$ cat src/hw/rtl/ffs_pkg.sv
// package for the fastx fragment scanner: character codes, class codes,
// register indexes, result beat layout and the byte classifier
// no dependencies
`timescale 1ns / 1ps
`default_nettype none

package ffs_pkg;

  localparam int DEF_COUNT_BITS      = 32;
  localparam int DEF_BASE_COUNT_BITS = 40;

  localparam int BYTE_W    = 8;
  localparam int LPR_W     = 3;
  localparam int MINLEN_W  = 16;
  localparam int CLASS_W   = 3;
  localparam int INDEX_W   = 32;
  localparam int TOTAL_W   = 32;
  localparam int BTOTAL_W  = 40;
  localparam int LONGEST_W = 33;
  localparam int CFG_IDX_W = 1;

  // out tdata: packed result fields, padded to whole bytes
  localparam int OUT_FIELDS_W = INDEX_W + CLASS_W + 3 * TOTAL_W + 2 * BTOTAL_W + LONGEST_W;
  localparam int OUT_DATA_W   = ((OUT_FIELDS_W + 7) / 8) * 8;
  localparam int OUT_PAD_W    = OUT_DATA_W - OUT_FIELDS_W;

  localparam logic [CFG_IDX_W-1:0] CFG_LINES_PER_RECORD    = 1'd0;
  localparam logic [CFG_IDX_W-1:0] CFG_MIN_FRAGMENT_LENGTH = 1'd1;

  localparam logic [LPR_W-1:0]    LPR_RESET    = 3'd2;
  localparam logic [LPR_W-1:0]    LPR_MIN      = 3'd2;
  localparam logic [LPR_W-1:0]    LPR_MAX      = 3'd4;
  localparam logic [MINLEN_W-1:0] MINLEN_RESET = 16'd1;

  localparam logic [BYTE_W-1:0] CHAR_UA = 8'h41;
  localparam logic [BYTE_W-1:0] CHAR_UC = 8'h43;
  localparam logic [BYTE_W-1:0] CHAR_UG = 8'h47;
  localparam logic [BYTE_W-1:0] CHAR_UT = 8'h54;
  localparam logic [BYTE_W-1:0] CHAR_LA = 8'h61;
  localparam logic [BYTE_W-1:0] CHAR_LC = 8'h63;
  localparam logic [BYTE_W-1:0] CHAR_LG = 8'h67;
  localparam logic [BYTE_W-1:0] CHAR_LT = 8'h74;
  localparam logic [BYTE_W-1:0] CHAR_DOT     = 8'h2e;
  localparam logic [BYTE_W-1:0] CHAR_NEWLINE = 8'h0a;

  localparam logic [CLASS_W-1:0] CLASS_TERM = 3'd0;
  localparam logic [CLASS_W-1:0] CLASS_A    = 3'd1;
  localparam logic [CLASS_W-1:0] CLASS_C    = 3'd2;
  localparam logic [CLASS_W-1:0] CLASS_G    = 3'd3;
  localparam logic [CLASS_W-1:0] CLASS_T    = 3'd4;

  typedef struct packed {
    logic               hit;
    logic [CLASS_W-1:0] cls;
  } ffs_class_t;

  typedef struct packed {
    logic                 write_valid;
    logic [INDEX_W-1:0]   write_index;
    logic [CLASS_W-1:0]   write_class;
    logic [TOTAL_W-1:0]   read_total;
    logic [TOTAL_W-1:0]   useful_read_total;
    logic [TOTAL_W-1:0]   fragment_total;
    logic [BTOTAL_W-1:0]  useable_base_total;
    logic [BTOTAL_W-1:0]  base_total;
    logic [LONGEST_W-1:0] longest_plus_one;
  } ffs_result_t;

  function automatic ffs_class_t class_of(input logic [BYTE_W-1:0] b);
    ffs_class_t c;
    c.hit = 1'b1;
    c.cls = CLASS_TERM;
    case (b)
      CHAR_UA, CHAR_LA: c.cls = CLASS_A;
      CHAR_UC, CHAR_LC: c.cls = CLASS_C;
      CHAR_UG, CHAR_LG: c.cls = CLASS_G;
      CHAR_UT, CHAR_LT: c.cls = CLASS_T;
      CHAR_DOT:         c.cls = CLASS_TERM;
      default:          c.hit = 1'b0;
    endcase
    return c;
  endfunction

endpackage

`default_nettype wire

$ cat src/hw/rtl/ffs_engine.sv
// scanner state and per-byte update: line phase, fragment tracking,
// store pointer and saturating totals; result of the current byte
// depends on ffs_pkg
`timescale 1ns / 1ps
`default_nettype none

module ffs_engine #(
  parameter int COUNT_BITS      = ffs_pkg::DEF_COUNT_BITS,
  parameter int BASE_COUNT_BITS = ffs_pkg::DEF_BASE_COUNT_BITS
) (
  input  wire logic                          clk,
  input  wire logic                          rst_n,
  input  wire logic                          step_en,
  input  wire logic [ffs_pkg::BYTE_W-1:0]    file_byte,
  input  wire logic [ffs_pkg::LPR_W-1:0]     lines_per_record,
  input  wire logic [ffs_pkg::MINLEN_W-1:0]  min_fragment_length,
  output ffs_pkg::ffs_result_t               result
);
  import ffs_pkg::*;

  localparam int CB = COUNT_BITS;
  localparam int BB = BASE_COUNT_BITS;
  localparam int SUM_W = ((CB > BB) ? CB : BB) + 1;
  localparam logic [CB-1:0] CTOP = {CB{1'b1}};
  localparam logic [BB-1:0] BTOP = {BB{1'b1}};

  logic [1:0]    line_phase_r,    line_phase_nxt;
  logic [CB-1:0] frag_len_r,      frag_len_nxt;
  logic [CB-1:0] line_len_r,      line_len_nxt;
  logic          line_kept_r,     line_kept_nxt;
  logic [CB-1:0] store_ptr_r,     store_ptr_nxt;
  logic [CB-1:0] reads_r,         reads_nxt;
  logic [CB-1:0] useful_r,        useful_nxt;
  logic [CB-1:0] frags_r,         frags_nxt;
  logic [BB-1:0] kept_bases_r,    kept_bases_nxt;
  logic [BB-1:0] line_bases_r,    line_bases_nxt;
  logic [CB-1:0] longest_r,       longest_nxt;

  ffs_class_t         cls;
  logic               newline;
  logic               seq_line;
  logic               keep;
  logic               kept_now;
  logic [LPR_W-1:0]   per;
  logic [LPR_W-1:0]   phase_inc;
  logic [SUM_W-1:0]   kept_sum;
  logic [SUM_W-1:0]   line_sum;
  logic [CB:0]        longest_inc;

  always_comb begin
    cls      = class_of(file_byte);
    newline  = (file_byte == CHAR_NEWLINE);
    seq_line = (line_phase_r == 2'd1);
    keep     = !cls.hit && (frag_len_r >= CB'(min_fragment_length));
    kept_now = line_kept_r || keep;

    if (lines_per_record inside {[LPR_MIN:LPR_MAX]}) begin
      per = lines_per_record;
    end else if (lines_per_record < LPR_MIN) begin
      per = LPR_MIN;
    end else begin
      per = LPR_MAX;
    end
    phase_inc = LPR_W'(line_phase_r) + 3'd1;

    kept_sum = SUM_W'(kept_bases_r) + SUM_W'(frag_len_r);
    line_sum = SUM_W'(line_bases_r) + SUM_W'(line_len_r);

    line_phase_nxt = line_phase_r;
    frag_len_nxt   = frag_len_r;
    line_len_nxt   = line_len_r;
    line_kept_nxt  = line_kept_r;
    store_ptr_nxt  = store_ptr_r;
    reads_nxt      = reads_r;
    useful_nxt     = useful_r;
    frags_nxt      = frags_r;
    kept_bases_nxt = kept_bases_r;
    line_bases_nxt = line_bases_r;
    longest_nxt    = longest_r;

    result = '0;

    if (seq_line) begin
      if (cls.hit) begin
        result.write_valid = 1'b1;
        result.write_index = INDEX_W'(64'(store_ptr_r));
        result.write_class = cls.cls;
        store_ptr_nxt      = store_ptr_r + 1'b1;
        frag_len_nxt       = (frag_len_r == CTOP) ? CTOP : frag_len_r + 1'b1;
      end else begin
        if (keep) begin
          result.write_valid = 1'b1;
          result.write_index = INDEX_W'(64'(store_ptr_r));
          result.write_class = CLASS_TERM;
          store_ptr_nxt      = store_ptr_r + 1'b1;
          frags_nxt          = (frags_r == CTOP) ? CTOP : frags_r + 1'b1;
          kept_bases_nxt     = (kept_sum > SUM_W'(BTOP)) ? BTOP : kept_sum[BB-1:0];
          if (frag_len_r > longest_r) begin
            longest_nxt = frag_len_r;
          end
          line_kept_nxt = 1'b1;
        end else begin
          store_ptr_nxt = store_ptr_r - frag_len_r;
        end
        frag_len_nxt = '0;
      end
      if (newline) begin
        reads_nxt = (reads_r == CTOP) ? CTOP : reads_r + 1'b1;
        if (kept_now) begin
          useful_nxt = (useful_r == CTOP) ? CTOP : useful_r + 1'b1;
        end
        line_bases_nxt = (line_sum > SUM_W'(BTOP)) ? BTOP : line_sum[BB-1:0];
        line_len_nxt   = '0;
        line_kept_nxt  = 1'b0;
      end else begin
        line_len_nxt = (line_len_r == CTOP) ? CTOP : line_len_r + 1'b1;
      end
    end

    if (newline) begin
      line_phase_nxt = (phase_inc >= per) ? 2'd0 : phase_inc[1:0];
    end

    longest_inc = (CB + 1)'(longest_nxt) + 1'b1;

    result.read_total         = TOTAL_W'(64'(reads_nxt));
    result.useful_read_total  = TOTAL_W'(64'(useful_nxt));
    result.fragment_total     = TOTAL_W'(64'(frags_nxt));
    result.useable_base_total = BTOTAL_W'(64'(kept_bases_nxt));
    result.base_total         = BTOTAL_W'(64'(line_bases_nxt));
    result.longest_plus_one   = LONGEST_W'(64'(longest_inc));
  end

  always_ff @(posedge clk) begin
    if (!rst_n) begin
      line_phase_r <= '0;
      frag_len_r   <= '0;
      line_len_r   <= '0;
      line_kept_r  <= 1'b0;
      store_ptr_r  <= '0;
      reads_r      <= '0;
      useful_r     <= '0;
      frags_r      <= '0;
      kept_bases_r <= '0;
      line_bases_r <= '0;
      longest_r    <= '0;
    end else if (step_en) begin
      line_phase_r <= line_phase_nxt;
      frag_len_r   <= frag_len_nxt;
      line_len_r   <= line_len_nxt;
      line_kept_r  <= line_kept_nxt;
      store_ptr_r  <= store_ptr_nxt;
      reads_r      <= reads_nxt;
      useful_r     <= useful_nxt;
      frags_r      <= frags_nxt;
      kept_bases_r <= kept_bases_nxt;
      line_bases_r <= line_bases_nxt;
      longest_r    <= longest_nxt;
    end
  end

endmodule

`default_nettype wire

$ cat src/hw/rtl/fastx_fragment_scanner.sv
// top level of the fastx fragment scanner: input register, result register,
// configuration registers and stream handshakes
// depends on ffs_pkg and ffs_engine
//
//  channel  dir  handshake          payload
//  in_      in   in_tvalid/tready   tdata[7:0] file_byte
//  out_     out  out_tvalid/tready  tuser write_valid, tdata packed result fields
//  cfg_     in   cfg_valid/ready    cfg_index register, cfg_data value
//
// one byte per cycle sustained while the result is not stalled; each byte passes through the input register
// and then the result register
// the scanner state updates when a byte moves from the input to the result register
// a stalled result holds the input register; in_tready then drops
// synchronous active-low reset clears state; configuration registers return to their defaults
`timescale 1ns / 1ps
`default_nettype none

module fastx_fragment_scanner #(
  parameter int COUNT_BITS      = ffs_pkg::DEF_COUNT_BITS,
  parameter int BASE_COUNT_BITS = ffs_pkg::DEF_BASE_COUNT_BITS
) (
  input  wire logic                             clk,
  input  wire logic                             rst_n,
  input  wire logic                             in_tvalid,
  output      logic                             in_tready,
  input  wire logic [ffs_pkg::BYTE_W-1:0]       in_tdata,   // file_byte
  output      logic                             out_tvalid,
  input  wire logic                             out_tready,
  // write_index, write_class, read_total, useful_read_total, fragment_total,
  // useable_base_total, base_total, longest_plus_one, zero pad
  output      logic [ffs_pkg::OUT_DATA_W-1:0]   out_tdata,
  output      logic                             out_tuser,  // write_valid
  input  wire logic                             cfg_valid,
  output      logic                             cfg_ready,
  input  wire logic [ffs_pkg::CFG_IDX_W-1:0]    cfg_index,
  input  wire logic [ffs_pkg::MINLEN_W-1:0]     cfg_data
);
  import ffs_pkg::*;

  logic                in_valid_r;
  logic [BYTE_W-1:0]   in_byte_r;
  logic                out_valid_r;
  ffs_result_t         out_r;
  ffs_result_t         step_result;
  logic                advance;
  logic [LPR_W-1:0]    lines_per_record_r;
  logic [MINLEN_W-1:0] min_frag_len_r;

  assign advance   = in_valid_r && (!out_valid_r || out_tready);
  assign in_tready = !in_valid_r || advance;
  assign cfg_ready = 1'b1;

  ffs_engine #(
    .COUNT_BITS      (COUNT_BITS),
    .BASE_COUNT_BITS (BASE_COUNT_BITS)
  ) u_engine (
    .clk                 (clk),
    .rst_n               (rst_n),
    .step_en             (advance),
    .file_byte           (in_byte_r),
    .lines_per_record    (lines_per_record_r),
    .min_fragment_length (min_frag_len_r),
    .result              (step_result)
  );

  always_ff @(posedge clk) begin
    if (!rst_n) begin
      in_valid_r         <= 1'b0;
      out_valid_r        <= 1'b0;
      lines_per_record_r <= LPR_RESET;
      min_frag_len_r     <= MINLEN_RESET;
    end else begin
      if (in_tvalid && in_tready) begin
        in_valid_r <= 1'b1;
      end else if (advance) begin
        in_valid_r <= 1'b0;
      end
      if (advance) begin
        out_valid_r <= 1'b1;
      end else if (out_tready) begin
        out_valid_r <= 1'b0;
      end
      if (cfg_valid && cfg_ready) begin
        case (cfg_index)
          CFG_LINES_PER_RECORD:    lines_per_record_r <= cfg_data[LPR_W-1:0];
          CFG_MIN_FRAGMENT_LENGTH: min_frag_len_r     <= cfg_data;
          default: ;
        endcase
      end
    end
  end

  // payload registers
  always_ff @(posedge clk) begin
    if (in_tvalid && in_tready) begin
      in_byte_r <= in_tdata;
    end
    if (advance) begin
      out_r <= step_result;
    end
  end

  assign out_tvalid = out_valid_r;
  assign out_tuser  = out_r.write_valid;
  assign out_tdata  = {{OUT_PAD_W{1'b0}},
                       out_r.longest_plus_one,
                       out_r.base_total,
                       out_r.useable_base_total,
                       out_r.fragment_total,
                       out_r.useful_read_total,
                       out_r.read_total,
                       out_r.write_class,
                       out_r.write_index};

  // a held result must block the input register
  assert property (@(posedge clk) disable iff (!rst_n)
    (in_valid_r && out_valid_r && !out_tready) |-> !in_tready)
    else $error("input accepted while result stalled");

  // no write means zero index and class
  assert property (@(posedge clk) disable iff (!rst_n)
    (out_valid_r && !out_r.write_valid) |->
      (out_r.write_index == '0 && out_r.write_class == CLASS_TERM))
    else $error("write fields set without a write");

  // written class is one of the five codes
  assert property (@(posedge clk) disable iff (!rst_n)
    (out_valid_r && out_r.write_valid) |-> (out_r.write_class <= CLASS_T))
    else $error("write class out of range");

  // a result taken with nothing behind it leaves the output empty
  assert property (@(posedge clk) disable iff (!rst_n)
    (out_valid_r && out_tready && !in_valid_r) |=> !out_valid_r)
    else $error("result beat repeated");

endmodule

`default_nettype wire
$ cat config.mk
export PLATFORM = sky130hd
export DESIGN_NAME = fastx_fragment_scanner
export DESIGN_NICKNAME = d
export VERILOG_FILES = /design/src/hw/rtl/ffs_pkg.sv /design/src/hw/rtl/ffs_engine.sv /design/src/hw/rtl/fastx_fragment_scanner.sv
export SDC_FILE = /design/constraint.sdc
export NUM_CORES = 2
export LEC_CHECK = 0
export ABC_AREA = 1
export BUFFER_PORTS_ARGS = -buffer_cell sky130_fd_sc_hd__buf_4
export CORE_MARGIN = 1
export CORE_UTILIZATION = 40
export CTS_CLUSTER_DIAMETER = 40
export DETAILED_ROUTE_END_ITERATION = 6
export MAX_ROUTING_LAYER = met4
export PLACE_DENSITY = 0.66
export SYNTH_ARGS = -nofsm -noshare
export SYNTH_HDL_FRONTEND = slang
export SYNTH_SLANG_ARGS = --single-unit
export TNS_END_PERCENT = 10
$ cat constraint.sdc
create_clock -name clk -period 8.5 [get_ports clk]
set_clock_uncertainty 0.15 [all_clocks]
set_input_delay 0.85 -clock clk [delete_from_list [all_inputs] [get_ports clk]]
set_output_delay 0.85 -clock clk [all_outputs]
set_load 0.01 [all_outputs]
## Word-level counts from Yosys, hierarchy flattened

Cells that the tools add are included.

- Register bits: 581
- Output and inout bits: 252
- Bits of input ports: 30

- Mux-type cells: 42
- Bitwise logic cells: 1
- Add/subtract/negate cells: 11
- Reductions and logical operators: 23
- Eq/ne operators: 17
- Order comparisons: 8

Operator list:

| cell | number |
|---|---|
| $mux W32 | 21 |
| $mux W40 | 7 |
| $add A32 B1 Y32 const B | 6 |
| $eq A32 B32 Y1 const B | 5 |
| $add A40 B32 Y41 | 2 |
| $gt A41 B40 Y1 const B | 2 |
| $mux W36 | 2 |
| $eq A8 B7 Y1 const B | 8 |
| $add A32 B1 Y33 const B | 1 |
| $ge A32 B16 Y1 | 1 |
| $gt A32 B32 Y1 | 1 |
| $sub A32 B32 Y32 | 1 |
| $pmux W3 S4 | 1 |
| $reduce_or A9 Y1 | 1 |
| $eq A8 B4 Y1 const B | 1 |
| $eq A8 B6 Y1 const B | 1 |
| $mux W1 | 8 |
| $reduce_and A2 Y1 | 4 |
| $reduce_or A2 Y1 | 4 |
| $mux W3 | 2 |
| $reduce_bool A2 Y1 | 3 |
| $logic_and A1 B1 Y1 | 4 |
| $reduce_and A4 Y1 | 1 |
| $add A2 B1 Y3 const B | 1 |
| other kinds (10) | 14 |

## Depth between registers and ports, before layout

- Depth after elaboration: 9
- Gate-level depth with buffers: 27
- Depth with buffers taken out: 26

## By module

Synthesis repeated with hierarchy kept, for this count alone.

- Cells, all modules: 4631
- Area, all modules: 34570.7 µm²

By module, submodules not included:

| module | seq. area each (µm²) | cells each | instances | area an instance (µm²) |
|---|---|---|---|---|
| ffs_engine | 6145.9 | 4269 | 1 | 26133.8 |
| fastx_fragment_scanner | 8017.7 | 362 | 1 | 8436.8 |

## Worst setup path after synthesis

No wires, ideal clock.

- Kind: input -> register
- Start: input out_tready
- End: register u_engine.frags_r[2]
- Data required time: 7.923 ns
- Arrival time: 8.731 ns
- Library setup time: 0.427 ns
- Setup slack: -0.808 ns
- Stages on the path: 8
- Path through: inv_1 nand2_1 nand2_1 clkbuf_1 inv_1 clkbuf_1 buf_1 a21oi_1

- Longest elaborated chain between the ends: 2

RTL lines:

| what | RTL line | text |
|---|---|---|
| start: declaration | fastx_fragment_scanner.sv:28 | `input wire logic out_tready,` |
| $logic_or A1 B1 Y1 | fastx_fragment_scanner.sv:49 | `assign advance = in_valid_r && (!out_valid_r \|\| out_tready);` |
| $logic_and A1 B1 Y1 | fastx_fragment_scanner.sv:49 |  |
| net advance | fastx_fragment_scanner.sv:45 | `logic advance;` |
| end signal: assignment | ffs_engine.sv:155 | `frags_r <= frags_nxt;` |
| end: declaration | ffs_engine.sv:34 | `logic [CB-1:0] frags_r, frags_nxt;` |

The timed path passes the listed nets, and every way through them passes these cells.
A chain may end at the register's enable or synchronous reset.

==> impl_metrics.toml <==
[power_and_ir_drop]
p_sw_share_pct = 26.9
total_power_mw = 7.83
leakagePower_nw = 18.1
p_sw_mw = 2.11
pwr-share-comb_pct = 8.0
seqPwrFrac_pct = 40.5
power_density_nw_per_um2 = 191
power.internal_mw = 5.73
clkPwrFrac_pct = 51.6
irDropWorstVdd_v = 0.000176

[floorplan]
io_pins = 282
die-area_um2 = 87200
die_x_um = 295
core_area_um2 = 85100
num_rows = 107
die_h_um = 295
start_util_pct = 40.4

[critical_path]
crit_required_ps = 8740
crit_type = "reg -> reg"
end_kind = "flop"
r2r_cells = 14
arrival_ps = 5000
crit_fanout = 59
crit_path_start_kind = "flop"

[synthesis]
yosys.area.top_type = "edfxtp_1"
synth-async-reset-ratio_pct = 0
syn_avg_cell_area_um2 = 7.53
yosys.cell_count.top_type = "nand2_1"
synth_warnings = 0
yosys-top-cells-count = "nand2_1, inv_1, a21oi_1, o21ai_0, nor2_1"
syn-cell-area_um2 = 34400
synth_area_leaders = "edfxtp_1, dfxtp_1, nand2_1, inv_1, a21oi_1"
synth-edff-count = 253
postSynthCellCount = 4569
synth_top_area_share_pct = 22.1
ys_seq_elements = 581
ys.flop_type = "dfxtp_1"
synth.distinct_cells = 62
ys_seq_area_share_pct = 41.1

[routing]
wl_per_cell_um = 17.8
first_pass_iters = 6
drt-initial-drc-count = 2562
ant_nets = 0
wl_um = 108000
via_per_inst = 5.21
drc = 0
dr_total_vias = 31571

[timing]
setup_tns_ps = 0
setup-violations-final = 0
finalCriticalPeriod_ps = 4760
period_share_pct = 56.1
slew_headroom_pct = 14.6
hold_viol = 0
maxSlewViolCount = 0
tightest_slew_ps = 1280
fmax_mhz = 210
rsz0062_at_grt = "no"

[global_routing]
grt-ovfl-total = 0
grt_usage_pct = 25.0
grt_pass1_wl_um = 166000
antenna_found_initial = 2
grt_pass1_vias = 29454
grt_max_degree = 248

[clock_network]
cts_sinks = 581
clk_pin_slew_ps = 50
ctsResizeCount = 0
hold_buffers = 0
post_cts_buffers = 0
cts.root.buffer_cell = "clkbuf_16"
cts_made_buffers = 103
insertion_delay_ps = 690
htree_levels = 3
cts_tree = "built"
max-clock-path-buffers = 3

[job]
max_cap_viol_count = 0

[finish]
drive_above_1_share_pct = 12.8
final_nets = 5008
area_delta_synth_final_pct = 18.9
fin_cells = 6056

[placed_design]
place_inst = 5859
port_buffers = 276
hpwl_um = 78300
gp_congestion = 0.979

[worst_hold_path]
worstHoldPathType = "in -> reg"
whs_path_depth = 1

[run_status]
outcome = "finished, final reports clean"
==> kinds of logic after synthesis <==
kind of cell | after synthesis | share of synthesized area [%]
adders and majority gates | 158 | 5.81
xor gates and xnor gates | 203 | 5.17
DFF | 581 | 41.1
other | 2 | 0.0218
and+or+nand+nor | 1689 | 21.6
buffers and inverters | 865 | 9.69
AOI/OAI and AO/OA | 1071 | 16.6
==> metal layers <==
| layer | wire length (um) | GRT usage (%) |
|---|---|---|
| met4 | 3590 | 9.07 |
| met5 | 0 | - |
| met3 | 6510 | 3.42 |
| met1 | 48200 | 32.8 |
| met2 | 49300 | 39.2 |
==> cell usage in the layout (no fill, tap or decap), types with 12 or more instances in the layout <==
| master | count |
|---|---|
| nor2_1 | 375 |
| nand3_1 | 207 |
| o22ai_1 | 16 |
| a211oi_1 | 14 |
| xor2_1 | 147 |
| o211ai_1 | 27 |
| inv_2 | 26 |
| a31oi_1 | 14 |
| xnor2_1 | 56 |
| a21o_1 | 12 |
| clkinvlp_4 | 12 |
| clkbuf_16 | 107 |
| inv_1 | 680 |
| nand2_1 | 796 |
| nor3_1 | 102 |
| nand2_2 | 14 |
| o21a_1 | 12 |
| o21ai_2 | 13 |
| or2_2 | 38 |
| dfxtp_1 | 328 |
| nor2_2 | 21 |
| a21oi_1 | 462 |
| nand4_1 | 57 |
| buf_4 | 294 |
| inv_6 | 26 |
| nor4_1 | 31 |
| o21ai_1 | 21 |
| edfxtp_1 | 253 |
| ha_1 | 155 |
| o21ai_0 | 449 |
==> sequential cells by signal, indices dropped and copies added, names as in the netlist, 2 cells and up <==
signal / count
u_engine.frag_len_r: 32
u_engine.store_ptr_r: 32
u_engine.line_bases_r: 40
u_engine.line_len_r: 32
u_engine.reads_r: 32
u_engine.longest_r: 32
u_engine.useful_r: 32
out_tdata: 244
in_byte_r: 8
lines_per_record_r: 3
u_engine.frags_r: 32
min_frag_len_r: 16
u_engine.line_phase_r: 2
u_engine.kept_bases_r: 40
==> power by group through the flow <==
| stage | clock network [mW] | registers [mW] | logic (mW) |
|---|---|---|---|
| after floorplan | 0 | 3.24 | 0.365 |
| after global placement | 0 | 3.22 | 0.614 |
| after detailed placement | 0 | 3.22 | 0.624 |
| after CTS | 4.12 | 3.17 | 0.627 |
| after global routing | 4.24 | 3.18 | 0.697 |
| final | 4.04 | 3.17 | 0.625 |
==> stage by stage <==
step | util, % | setup WS [ps] | instance area (um2) | hold slack, ps
after floorplan | - | 230 | 34400 | 279
after global placement | 44.0 | 3960 | 37500 | 293
after detailed placement | 44.0 | 3810 | 37500 | 303
after CTS | 48.1 | 3790 | 40900 | 161
after global routing | 48.1 | 3400 | 40900 | 176
final | 48.1 | 3740 | 40900 | 200
==> path summary, 6_finish.rpt <==
check,startpoint,to,slack [ps]
max,u_engine.line_phase_r[0],out_tdata[235],3740
min,in_tdata[6],in_byte_r[6],200
max reg2reg,u_engine.line_phase_r[0],out_tdata[235],3740
min reg2reg,min_frag_len_r[14],min_frag_len_r[14],310
==> critical path, cell delays in order, from the launching register on <==
cell     delay (ps)
dfxtp_1         410
ha_1            570
inv_1           300
nor2_4          390
nand2_4         260
nor2_8          750
o21ai_2         200
inv_1           140
ha_1            190
nand3_1         120
nor2_1          190
nand2_1         210
nor2_2          260
nand3_1         130
xor2_1          150
==> area by class of cell <==
type                    instances  area (um2)
fillers                      8436       44200
multi-input cells            3126       17000
flip-flops and latches        581       14200
clock buffers                 122        2770
inverters                     711        2680
repair buffers                297        2270
well taps                    1144        1430
clock inverters                74         654
diodes                          1        2.50
No activity file was read; power rests on OpenSTA's default activity.
